### src/rtl/ctld_pkg.sv
// ---------------------------------------------------------------------------
// ctld_pkg
// shared types and constants of the chunked transfer line deframer
// ---------------------------------------------------------------------------
package ctld_pkg;

    // result kinds
    localparam logic [2:0] K_PAYLOAD  = 3'd0;
    localparam logic [2:0] K_LINE_END = 3'd1;
    localparam logic [2:0] K_BLANK    = 3'd2;
    localparam logic [2:0] K_DISCARD  = 3'd3;
    localparam logic [2:0] K_ENDED    = 3'd4;

    localparam logic [7:0] CH_CR = 8'h0D;
    localparam logic [7:0] CH_LF = 8'h0A;

    localparam logic [15:0] MAX_LINE_RESET = 16'd767;

    // command queue between the framing front and the line back
    localparam int Q_DEPTH = 4;
    localparam int Q_PTR_W = 2;
    localparam int Q_CNT_W = 3;

    typedef struct packed {
        logic       is_end;
        logic [7:0] data;
    } t_cmd;

endpackage

### src/rtl/ctld_front.sv
// ---------------------------------------------------------------------------
// ctld_front
// chunk framing parser: size line, chunk data count and chunk trailer
// ---------------------------------------------------------------------------
module ctld_front #(
    parameter int SIZE_BITS  = 32,
    parameter int SIZE_CHARS = 15
) (
    input  logic          i_clk,
    input  logic          i_rst_n,
    input  logic          i_valid,
    input  logic [7:0]    i_byte,
    input  logic          i_q_full,
    output logic          o_stall,
    output logic          o_push,
    output ctld_pkg::t_cmd o_push_cmd
);

    localparam logic [1:0] PH_SIZE  = 2'd0;
    localparam logic [1:0] PH_DATA  = 2'd1;
    localparam logic [1:0] PH_CRLF  = 2'd2;
    localparam logic [1:0] PH_ENDED = 2'd3;

    logic [1:0]           r_phase,      n_phase;
    logic [SIZE_BITS-1:0] r_size_value, n_size_value;
    logic [3:0]           r_size_cnt,   n_size_cnt;
    logic                 r_size_stop,  n_size_stop;
    logic [SIZE_BITS-1:0] r_bytes_left, n_bytes_left;
    logic                 accept;
    logic [4:0]           hex;
    logic                 sat;

    // {valid, value}
    function automatic logic [4:0] hex_digit(input logic [7:0] c);
        logic [4:0] res;
        res = 5'd0;
        if (c >= 8'h30 && c <= 8'h39) begin
            res = {1'b1, 4'(c - 8'h30)};
        end else if (c >= 8'h61 && c <= 8'h66) begin
            res = {1'b1, 4'(c - 8'h57)};
        end else if (c >= 8'h41 && c <= 8'h46) begin
            res = {1'b1, 4'(c - 8'h37)};
        end
        return res;
    endfunction

    assign o_stall = i_q_full;
    assign accept  = i_valid && !i_q_full;
    assign hex     = hex_digit(i_byte);
    // value times 16 would pass the top
    assign sat     = |r_size_value[SIZE_BITS-1:SIZE_BITS-4];

    always_comb begin
        n_phase      = r_phase;
        n_size_value = r_size_value;
        n_size_cnt   = r_size_cnt;
        n_size_stop  = r_size_stop;
        n_bytes_left = r_bytes_left;
        o_push       = 1'b0;
        o_push_cmd   = '0;
        if (accept) begin
            unique case (r_phase)
                PH_SIZE: begin
                    if (i_byte == ctld_pkg::CH_CR) begin
                        n_phase = r_phase;
                    end else if (i_byte == ctld_pkg::CH_LF) begin
                        if (r_size_value == '0) begin
                            n_phase           = PH_ENDED;
                            o_push            = 1'b1;
                            o_push_cmd.is_end = 1'b1;
                        end else begin
                            n_bytes_left = r_size_value;
                            n_phase      = PH_DATA;
                        end
                        n_size_value = '0;
                        n_size_cnt   = '0;
                        n_size_stop  = 1'b0;
                    end else if (r_size_cnt < 4'(SIZE_CHARS)) begin
                        n_size_cnt = r_size_cnt + 4'd1;
                        if (!r_size_stop) begin
                            if (hex[4]) begin
                                n_size_value = sat ? '1 :
                                    {r_size_value[SIZE_BITS-5:0], hex[3:0]};
                            end else begin
                                n_size_stop = 1'b1;
                            end
                        end
                    end
                end
                PH_DATA: begin
                    o_push          = 1'b1;
                    o_push_cmd.data = i_byte;
                    if (r_bytes_left != '0) begin
                        n_bytes_left = r_bytes_left - 1'b1;
                    end
                    if (r_bytes_left <= SIZE_BITS'(1)) begin
                        n_phase = PH_CRLF;
                    end
                end
                PH_CRLF: begin
                    if (i_byte == ctld_pkg::CH_LF) begin
                        n_phase = PH_SIZE;
                    end
                end
                default: begin
                    n_phase = r_phase;
                end
            endcase
        end
    end

    always_ff @(posedge i_clk) begin
        if (!i_rst_n) begin
            r_phase      <= PH_SIZE;
            r_size_value <= '0;
            r_size_cnt   <= '0;
            r_size_stop  <= 1'b0;
            r_bytes_left <= '0;
        end else begin
            r_phase      <= n_phase;
            r_size_value <= n_size_value;
            r_size_cnt   <= n_size_cnt;
            r_size_stop  <= n_size_stop;
            r_bytes_left <= n_bytes_left;
        end
    end

endmodule

### src/rtl/ctld_queue.sv
// ---------------------------------------------------------------------------
// ctld_queue
// short command fifo between the framing front and the line back
// ---------------------------------------------------------------------------
module ctld_queue (
    input  logic           i_clk,
    input  logic           i_rst_n,
    input  logic           i_push,
    input  ctld_pkg::t_cmd i_push_cmd,
    input  logic           i_pop,
    output logic           o_full,
    output logic           o_valid,
    output ctld_pkg::t_cmd o_cmd
);

    ctld_pkg::t_cmd                 r_mem [ctld_pkg::Q_DEPTH];
    logic [ctld_pkg::Q_PTR_W-1:0]   r_wr_ptr, n_wr_ptr;
    logic [ctld_pkg::Q_PTR_W-1:0]   r_rd_ptr, n_rd_ptr;
    logic [ctld_pkg::Q_CNT_W-1:0]   r_count,  n_count;
    logic                           do_pop;

    assign o_full  = (r_count == ctld_pkg::Q_CNT_W'(ctld_pkg::Q_DEPTH));
    assign o_valid = (r_count != '0);
    assign o_cmd   = r_mem[r_rd_ptr];
    assign do_pop  = i_pop && o_valid;

    always_comb begin
        n_wr_ptr = r_wr_ptr;
        n_rd_ptr = r_rd_ptr;
        n_count  = r_count;
        if (i_push) begin
            n_wr_ptr = r_wr_ptr + 1'b1;
        end
        if (do_pop) begin
            n_rd_ptr = r_rd_ptr + 1'b1;
        end
        if (i_push && !do_pop) begin
            n_count = r_count + 1'b1;
        end else if (!i_push && do_pop) begin
            n_count = r_count - 1'b1;
        end
    end

    always_ff @(posedge i_clk) begin
        if (i_push) begin
            r_mem[r_wr_ptr] <= i_push_cmd;
        end
    end

    always_ff @(posedge i_clk) begin
        if (!i_rst_n) begin
            r_wr_ptr <= '0;
            r_rd_ptr <= '0;
            r_count  <= '0;
        end else begin
            r_wr_ptr <= n_wr_ptr;
            r_rd_ptr <= n_rd_ptr;
            r_count  <= n_count;
        end
    end

    assert property (@(posedge i_clk) disable iff (!i_rst_n)
        o_full |-> !i_push || do_pop)
        else $error("push into full command queue");

endmodule

### src/rtl/ctld_back.sv
// ---------------------------------------------------------------------------
// ctld_back
// line splitter: held cr, line length limit and result sequencing
// ---------------------------------------------------------------------------
module ctld_back (
    input  logic           i_clk,
    input  logic           i_rst_n,
    input  logic           i_cfg_wr_en,
    input  logic [15:0]    i_cfg_wr_data,
    input  logic           i_q_valid,
    input  ctld_pkg::t_cmd i_q_cmd,
    output logic           o_pop,
    output logic           o_out_valid,
    input  logic           i_out_stall,
    output logic [7:0]     o_data_byte,
    output logic [2:0]     o_kind,
    output logic           o_last
);

    logic [15:0] r_max_line;
    logic [15:0] r_line_len, n_line_len;
    logic        r_cr_pend,  n_cr_pend;

    logic        r_out_valid;
    logic [7:0]  r_out_data;
    logic [2:0]  r_out_kind;
    logic        r_out_last;
    logic        r_sec_valid;
    logic [7:0]  r_sec_data;
    logic [2:0]  r_sec_kind;

    logic        slot_free;
    logic [1:0]  res_n;
    logic [7:0]  res0_data, res1_data;
    logic [2:0]  res0_kind;
    logic [7:0]  c;

    assign slot_free = !r_out_valid || !i_out_stall;
    assign o_pop     = i_q_valid && !r_sec_valid && slot_free;
    assign c         = i_q_cmd.data;

    always_comb begin
        n_line_len = r_line_len;
        n_cr_pend  = r_cr_pend;
        res_n      = 2'd0;
        res0_data  = 8'd0;
        res0_kind  = ctld_pkg::K_PAYLOAD;
        res1_data  = 8'd0;
        if (i_q_cmd.is_end) begin
            res_n     = 2'd1;
            res0_kind = ctld_pkg::K_ENDED;
        end else if (c == ctld_pkg::CH_LF) begin
            res_n = 2'd1;
            // a held cr does not count toward a non-blank line
            if (r_line_len > 16'd1 || (r_line_len == 16'd1 && !r_cr_pend)) begin
                res0_kind = ctld_pkg::K_LINE_END;
            end else begin
                res0_kind = ctld_pkg::K_BLANK;
            end
            n_line_len = '0;
            n_cr_pend  = 1'b0;
        end else if (r_line_len < r_max_line) begin
            n_cr_pend  = (c == ctld_pkg::CH_CR);
            n_line_len = r_line_len + 16'd1;
            if (r_cr_pend) begin
                res0_data = ctld_pkg::CH_CR;
                res1_data = c;
                res_n     = (c == ctld_pkg::CH_CR) ? 2'd1 : 2'd2;
            end else begin
                res0_data = c;
                res_n     = (c == ctld_pkg::CH_CR) ? 2'd0 : 2'd1;
            end
        end else begin
            res_n      = 2'd1;
            res0_kind  = ctld_pkg::K_DISCARD;
            n_line_len = '0;
            n_cr_pend  = 1'b0;
        end
    end

    always_ff @(posedge i_clk) begin
        if (!i_rst_n) begin
            r_max_line <= ctld_pkg::MAX_LINE_RESET;
        end else if (i_cfg_wr_en) begin
            r_max_line <= i_cfg_wr_data;
        end
    end

    always_ff @(posedge i_clk) begin
        if (!i_rst_n) begin
            r_line_len <= '0;
            r_cr_pend  <= 1'b0;
        end else if (o_pop) begin
            r_line_len <= n_line_len;
            r_cr_pend  <= n_cr_pend;
        end
    end

    always_ff @(posedge i_clk) begin
        if (!i_rst_n) begin
            r_out_valid <= 1'b0;
            r_sec_valid <= 1'b0;
        end else if (slot_free) begin
            if (r_sec_valid) begin
                r_out_valid <= 1'b1;
                r_sec_valid <= 1'b0;
            end else if (o_pop && res_n != 2'd0) begin
                r_out_valid <= 1'b1;
                r_sec_valid <= (res_n == 2'd2);
            end else begin
                r_out_valid <= 1'b0;
            end
        end
    end

    // payload registers
    always_ff @(posedge i_clk) begin
        if (slot_free) begin
            if (r_sec_valid) begin
                r_out_data <= r_sec_data;
                r_out_kind <= r_sec_kind;
                r_out_last <= 1'b1;
            end else if (o_pop) begin
                r_out_data <= res0_data;
                r_out_kind <= res0_kind;
                r_out_last <= (res_n == 2'd1);
                r_sec_data <= res1_data;
                r_sec_kind <= ctld_pkg::K_PAYLOAD;
            end
        end
    end

    assign o_out_valid = r_out_valid;
    assign o_data_byte = r_out_data;
    assign o_kind      = r_out_kind;
    assign o_last      = r_out_last;

    assert property (@(posedge i_clk) disable iff (!i_rst_n)
        r_sec_valid |-> r_out_valid && !r_out_last)
        else $error("second result held without a first one in front");

    assert property (@(posedge i_clk) disable iff (!i_rst_n)
        o_pop |-> !r_sec_valid)
        else $error("request taken while a second result is pending");

    assert property (@(posedge i_clk) disable iff (!i_rst_n)
        r_out_valid && r_out_kind != ctld_pkg::K_PAYLOAD |-> r_out_data == 8'd0 && r_out_last)
        else $error("marker result carries data or is not last");

    assert property (@(posedge i_clk) disable iff (!i_rst_n)
        r_out_valid && i_out_stall |=> r_out_valid && $stable(r_out_kind))
        else $error("stalled result changed");

endmodule

### src/rtl/chunked_transfer_line_deframer.sv
// ---------------------------------------------------------------------------
// chunked_transfer_line_deframer
// removes chunk framing from a chunked body and splits payload into lines
// ---------------------------------------------------------------------------
// a result passes the command queue and then the output register of the line back
// throughput: one byte per cycle while the command queue is not full; a byte that releases a
//   held cr gives two results, the second waits in a holding register of the line back
// the four-entry command queue absorbs the held-back second results and output stalls
// reset is synchronous: all framing and line state clears, max_line_bytes
//   returns to 767
module chunked_transfer_line_deframer #(
    parameter int SIZE_BITS  = 32,
    parameter int SIZE_CHARS = 15
) (
    input  logic        i_clk,
    input  logic        i_rst_n,
    input  logic        i_cfg_wr_en,
    input  logic [15:0] i_cfg_wr_data,
    input  logic        i_in_valid,
    output logic        o_in_stall,
    input  logic [7:0]  i_byte_in,
    output logic        o_out_valid,
    input  logic        i_out_stall,
    output logic [7:0]  o_data_byte,
    output logic [2:0]  o_kind,
    output logic        o_last
);

    logic           q_full;
    logic           q_push;
    ctld_pkg::t_cmd q_push_cmd;
    logic           q_pop;
    logic           q_valid;
    ctld_pkg::t_cmd q_cmd;

    ctld_front #(
        .SIZE_BITS  (SIZE_BITS),
        .SIZE_CHARS (SIZE_CHARS)
    ) u_front (
        .i_clk      (i_clk),
        .i_rst_n    (i_rst_n),
        .i_valid    (i_in_valid),
        .i_byte     (i_byte_in),
        .i_q_full   (q_full),
        .o_stall    (o_in_stall),
        .o_push     (q_push),
        .o_push_cmd (q_push_cmd)
    );

    ctld_queue u_queue (
        .i_clk      (i_clk),
        .i_rst_n    (i_rst_n),
        .i_push     (q_push),
        .i_push_cmd (q_push_cmd),
        .i_pop      (q_pop),
        .o_full     (q_full),
        .o_valid    (q_valid),
        .o_cmd      (q_cmd)
    );

    ctld_back u_back (
        .i_clk         (i_clk),
        .i_rst_n       (i_rst_n),
        .i_cfg_wr_en   (i_cfg_wr_en),
        .i_cfg_wr_data (i_cfg_wr_data),
        .i_q_valid     (q_valid),
        .i_q_cmd       (q_cmd),
        .o_pop         (q_pop),
        .o_out_valid   (o_out_valid),
        .i_out_stall   (i_out_stall),
        .o_data_byte   (o_data_byte),
        .o_kind        (o_kind),
        .o_last        (o_last)
    );

endmodule

### config.mk
export PLATFORM = sky130hd
export DESIGN_NAME = chunked_transfer_line_deframer
export DESIGN_NICKNAME = d
export VERILOG_FILES = /design/src/rtl/ctld_pkg.sv /design/src/rtl/ctld_front.sv /design/src/rtl/ctld_queue.sv /design/src/rtl/ctld_back.sv /design/src/rtl/chunked_transfer_line_deframer.sv
export SDC_FILE = /design/constraint.sdc
export NUM_CORES = 1
export LEC_CHECK = 0
export ABC_CLOCK_PERIOD_IN_PS = 8440
export BUFFER_PORTS_ARGS = -buffer_cell sky130_fd_sc_hd__buf_2
export CORE_UTILIZATION = 45
export CTS_BUF_LIST = sky130_fd_sc_hd__clkbuf_16
export DETAILED_ROUTE_END_ITERATION = 8
export GPL_TIMING_DRIVEN = 0
export PLACE_DENSITY = 0.73
export RECOVER_POWER = 25
export SLEW_MARGIN = 20
export SYNTH_ARGS = -nofsm -noshare
export SYNTH_HDL_FRONTEND = slang
export SYNTH_HIERARCHICAL = 1
export SYNTH_SLANG_ARGS = --single-unit
### constraint.sdc
create_clock -name i_clk -period 8.44 [get_ports i_clk]
set_clock_uncertainty 0.15 [all_clocks]
set_input_delay 0 -clock i_clk [delete_from_list [all_inputs] [get_ports i_clk]]
set_output_delay 0 -clock i_clk [all_outputs]
set_load 0.01 [all_outputs]
-- Yosys cells after proc, flatten, opt, wreduce, memory -nomap -nowiden
Memories as Yosys holds them, arrays and structs flattened. A register that Yosys moved wholly into a read port is not among the register bits.
Index checks and enable logic that the tools add are counted.
- register bits after elaboration: 133
- memory bits (writable): 36
- bits of input ports: 29
- output and inout port bits: 14
- logic and storage cells: 165
- memories kept: 1
- memory list (name ; depth ; bits a word ; read ports ; clocked after memory_dff ; write ports ; line ; source):
    u_queue.r_mem ; 4 ; 9 ; 1 ; 1 ; 1 ; ctld_queue.sv:16 ; ctld_pkg::t_cmd r_mem [ctld_pkg::Q_DEPTH];
- $add $sub $neg: 10
- order comparisons: 10
- equality and inequality tests: 17
- multiplexer cells: 65
- bitwise logic cells: 5
- reduce and logical (&&, ||, !) cells: 40
- operators by type and width (kind ; count):
    32-bit two-way mux ; 9
    32-bit case mux with 2 select lines ; 1
    8-bit two-way mux ; 7
    8-bit by 4-bit equality test with 1-bit output (second input constant) ; 4
    32-bit by 1-bit less-or-equal comparator with 1-bit output (second input constant) ; 1
    32-bit logical NOT ; 1
    16-bit two-way mux ; 2
    32-bit nonzero test ; 1
    32-bit by 1-bit subtractor with 32-bit output (second input constant) ; 1
    2-bit two-way mux ; 14
    1-bit two-way mux ; 19
    6-bit AND reduction ; 3
    16-bit by 1-bit adder with 16-bit output (second input constant) ; 1
    16-bit by 1-bit equality test with 1-bit output (second input constant) ; 1
    8-bit by 7-bit greater-or-equal comparator with 1-bit output (second input constant) ; 2
    16-bit by 1-bit > comparator with 1-bit output (second input constant) ; 1
    8-bit by 7-bit less-or-equal comparator with 1-bit output (second input constant) ; 2
    16-bit < comparator ; 1
    3-bit two-way mux ; 5
    5-bit two-way mux ; 3
    2-bit nonzero test ; 6
    1-bit logical AND ; 11
    9-bit two-way mux ; 1
    8-bit by 6-bit greater-or-equal comparator with 1-bit output (second input constant) ; 1
    other kinds (25) ; 49

-- Logic depth before layout (Yosys ltp)
- depth in word-level cells: 10
- gate-level depth with buffers: 12
- depth with buffers taken out: 12

-- Hierarchy
The synthesis kept the hierarchy.
- modules (own cells, without submodules) (module ; instances ; cells each ; area each (sq um) ; sequential area each (sq um)):
    ctld_front ; 1 ; 526 ; 4057.6 ; 1421.4
    ctld_back ; 1 ; 288 ; 2847.7 ; 1301.2
    ctld_queue ; 1 ; 90 ; 1770.4 ; 1261.2

-- Worst setup path before layout
Ideal clock, no wire load.
- path type: register to register
- start: register u_front.r_size_value[31]
- end: register u_queue/r_count[2] (netlist name)
- setup time: 76 ps
- arrival: 3465 ps
- data required time: 8214 ps
- path slack: 4750 ps
- cell stages (with the launch flop): 12
- buffers on the path: 1
- period minus slack after synthesis: 3690 ps
- path through: dfxtp_1 > or4_1 > clkbuf_1 > or4_1 > or2_2 > o21ai_0 > ha_1 > inv_1 > fa_1 > xor2_1 > or3_1 > a21boi_0
- word-level cells in the longest chain between the ends: 9
- elaborated cells on any way between the ends: 11
- those cells by class: mux: 6; reduce/logical: 5
- RTL lines (what ; line ; source):
    start: declaration ; ctld_front.sv:25 ; logic [SIZE_BITS-1:0] r_size_value, n_size_value;
    start signal: assignment ; ctld_front.sv:121 ; r_size_value <= n_size_value;
    32-bit logical NOT * ; ctld_front.sv:67 ; if (r_size_value == '0) begin
    1-bit two-way mux * ; ctld_front.sv:67 ;
    1-bit two-way mux * ; ctld_front.sv:66 ; end else if (i_byte == ctld_pkg::CH_LF) begin
    1-bit two-way mux * ; ctld_front.sv:64 ; if (i_byte == ctld_pkg::CH_CR) begin
    1-bit case mux with 2 select lines * ; ctld_front.sv:62 ; unique case (r_phase)
    1-bit two-way mux * ; ctld_front.sv:61 ; if (accept) begin
    via q_push ; chunked_transfer_line_deframer.sv:30 ; logic q_push;
    1-bit logical NOT ; ctld_queue.sv:39 ; end else if (!i_push && do_pop) begin
    1-bit logical AND ; ctld_queue.sv:39 ;
    2-bit nonzero test (no source line) ; -- ;
    end signal: assignment ; ctld_queue.sv:58 ; r_count <= n_count;
    end: declaration ; ctld_queue.sv:19 ; logic [ctld_pkg::Q_CNT_W-1:0] r_count, n_count;
The timed path passes the listed nets; every way through them passes the cells marked *.
A chain may end at the register's enable or synchronous reset.

-- Final worst setup path
Same ends and word-level chain as after synthesis.

==> impl_metrics.json <==
{
  "status": "complete, no violations",
  "die_h_um": 141,
  "cp_max_fo": 7,
  "fp.dieArea_um2": 19800,
  "placed_cells": 1205,
  "clock_sinks": 171,
  "worst_slack_ns": 4.20,
  "cp.buffers_inverters": 2,
  "wire_per_inst_um": 16.7,
  "finalCritPeriodShare_pct": 50.2,
  "grt_pass1_vias": 6892,
  "via_count": 7377,
  "grt_pass1_wl_um": 34200,
  "startpoint_type": "flop",
  "clock.fmax_mhz": 236,
  "max_cap_viol_count": 0,
  "swShare_pct": 27.6,
  "place_ws_ns": 4.24,
  "track_usage_pct": 21.7,
  "worstPathRequired_ns": 8.64,
  "syn_area_per_cell_um2": 9.60,
  "drive_gt1_share_pct": 9.71,
  "finalHoldViolCount": 0,
  "crit_family": "simple AND/OR/NAND/NOR gates",
  "p_leak_nw": 3.81,
  "finalCriticalPeriod_ns": 4.24,
  "instances_no_fill": 1269,
  "netlist_instances": 904,
  "switchingPower_uw": 544,
  "fin_nets": 1062,
  "min_path_type": "in -> reg",
  "crit_top_cell": "or4_1",
  "pwr-share-comb_pct": 15.3,
  "arrival_ns": 4.44,
  "yosys_register_bits": 171,
  "ir_drop_mv": 0.150,
  "setup_viol": 0,
  "cp_cell_sequence": "or4_1, clkbuf_1, or4_1, or2_2, o21ai_0, ha_1, inv_1, fa_1, xor2_1, or3_1, a21boi_0",
  "drtIter0Drc": 667,
  "clk-insertion-delay-late_ns": 0.43,
  "n_fill_cell": 1704,
  "p_clk_share_pct": 37.2,
  "dp_hpwl_um": 14800,
  "p_int_mw": 1.43,
  "io-pin-count": 43,
  "ys_warn_count": 6,
  "postRouteAntennaNets": 0,
  "endpoint_kind": "flop",
  "synth_ff_type": "dfxtp_1",
  "synthArstFlopShare_pct": 0,
  "tritoncts": "built",
  "portBuffers": 41,
  "htreeDepth": 4,
  "synth_edf_count": 56,
  "viasPerCell": 5.81,
  "mappedNetlistArea_um2": 8680,
  "path_clk_slew_ns": 0.07,
  "yosysSeqAreaShare_pct": 45.9,
  "syn2layout_area_growth_pct": 15.6,
  "grt.overflow.total": 0,
  "wl_um": 21100,
  "rsz0062_at_grt": "no",
  "critical_path.slowest_cell": "o21ai_0",
  "gp_congestion": 0.906,
  "p_per_area_nw_per_um2": 197,
  "n_antenna_cell": 0,
  "antenna_found_initial": 0,
  "setup_tns_ns": 0,
  "fp.dieW_um": 141,
  "cts_setup_buffers": 0,
  "relSlewSlack_pct": 32.8,
  "cts.path.max_buffers": 2,
  "initial_utilization_pct": 46.1,
  "drv_slew": 0,
  "grt_max_degree": 17,
  "crit_type": "reg -> reg",
  "numCtsBuffers": 17,
  "synth_cell_types": 82,
  "synth_nets": 970,
  "stdcell_area_um2": 10000,
  "clk_root_buffer_cell": "clkbuf_16",
  "max_stage_delay_ns": 0.69,
  "seq_power_share_pct": 47.5,
  "coreArea_um2": 18800,
  "num_rows": 50,
  "placement.cell_area_um2": 9210,
  "route.detailed.drc": 0,
  "worstMarginPinSlew_ns": 1.01,
  "dr.pass1.iters": 6
}
## metrics by stage
step	utilization [%]	hold WS [ns]	power, mW
6_report	53.2	0.149	1.97
5_1_grt	53.2	0.172	2.06
4_1_cts	53.5	0.133	2.00
3_5_place_dp	48.9	0.0743	1.25
3_3_place_gp	48.9	0.0686	1.24
2_1_floorplan	-	-0.0283	1.16
## routing by layer
metal,up-vias,GRT usage (%),part of all wire [%]
met1,3472,27.4,43
met5,-,0,0
li1,3544,-,-
met3,62,3.74,6.1
met2,299,36.5,47
met4,0,9.78,3.4
## sequential cells by signal, summed over array words and instances, names as in the netlist, named ones only
| register | cells |
|---|---|
| u_queue/r_rd_ptr | 2 |
| u_front/r_size_value | 32 |
| u_front/r_phase | 2 |
| u_front/r_bytes_left | 32 |
| u_back/o_last | 1 |
| u_queue/r_count | 3 |
| u_front/r_size_cnt | 4 |
| u_back/r_max_line | 16 |
| u_queue/r_wr_ptr | 2 |
| u_back/o_kind | 3 |
| u_queue/r_mem | 36 |
| u_back/r_cr_pend | 1 |
| u_front/r_size_stop | 1 |
| u_back/r_sec_data | 8 |
| u_back/r_sec_valid | 1 |
| u_back/o_out_valid | 1 |
| u_back/r_line_len | 16 |
| u_back/o_data_byte | 8 |
## area by class of cell
class	instances	area (µm²)	area share, %
well taps	260	325	3.24
inverters	40	150	1.50
multi-input cells	637	4270	42.6
clock buffers	17	425	4.24
repair buffers	73	507	5.05
flip-flops and latches	171	3980	39.7
plain buffers	56	243	2.42
clock inverters	15	124	1.24
## what timing repair did
| item | CTS | global route |
|---|---|---|
| resized for setup | 0 | 0 |
| hold buffers | 32 | 0 |
| endpoints found under the hold margin | 62 | 0 |
## cells in the mapped netlist (all sizes together) (13+ instances only)
cell	n	area [µm²]
dfxtp	115	2300
nand2	78	293
nor2	64	248
o21ai	64	335
edfxtp	56	1680
nand3	50	268
a21oi	48	240
clkbuf	42	158
inv	39	146
ha	36	450
and3	26	168
o31ai	20	164
nor3	19	105
o211ai	18	135
mux2i	16	160
nor4	16	121
and2	15	93.8
buf	14	95.1
nor2b	14	87.6
o32ai	14	138
nand4	13	81.3
## cell families after synthesis
| logic type | count (synthesis) | share of synthesized area (%) |
|---|---|---|
| compound gates | 223 | 17.6 |
| xor+xnor | 19 | 1.92 |
| buf+inv | 96 | 4.64 |
| fa+ha+maj | 37 | 5.42 |
| flops | 171 | 45.9 |
| simple gates | 332 | 20.2 |
| mux | 26 | 4.31 |
## power groups by stage
stage	logic, mW	clock network (mW)	registers, mW
2_1_floorplan	0.197	0	0.964
3_3_place_gp	0.289	0	0.956
3_5_place_dp	0.294	0	0.957
4_1_cts	0.308	0.750	0.939
5_1_grt	0.331	0.781	0.944
6_report	0.301	0.735	0.938
## cell usage in the layout (no fill, tap or decap), types with 5 or more instances in the layout
master / count
nand3_1: 48
clkbuf_16: 17
xnor2_1: 9
mux2i_1: 16
clkbuf_1: 60
nand4_1: 13
or4_1: 8
o21ai_0: 62
buf_2: 31
dlygate4sd3_1: 32
a21oi_1: 48
edfxtp_1: 56
nor2b_1: 14
and3_1: 25
xor2_1: 10
a211oi_1: 9
o32ai_1: 12
nor3_1: 17
clkinv_1: 5
and2_1: 12
ha_1: 36
inv_1: 40
nor4_1: 14
a31oi_1: 5
dfxtp_1: 115
or3_1: 8
o211ai_1: 18
nor2_1: 63
o31ai_1: 20
nand2_1: 78
a32o_1: 5
mux4_2: 9
## worst register-to-register path, delay by kind of cell (launching register included)
kind                       cells  cell delay [ns]
and+or+nand+nor                4             1.68
AOI/OAI and AO/OA              2             0.85
adders and majority gates      2             0.69
DFF                            1             0.35
buffers and inverters          2             0.27
xor gates and xnor gates       1             0.18
## worst paths after layout
path	start	slack, ns	to	depth (start not counted)
hold / removal	i_in_valid	0.15	u_queue/r_mem[2][4]	3
setup reg to reg	u_front/r_size_value[31]	4.20	u_queue/r_count[2]	11
setup / recovery	u_front/r_size_value[31]	4.20	u_queue/r_count[2]	11
hold reg to reg	u_front/r_bytes_left[28]	0.30	u_front/r_bytes_left[28]	2
No activity file was read; power rests on OpenSTA's default activity.
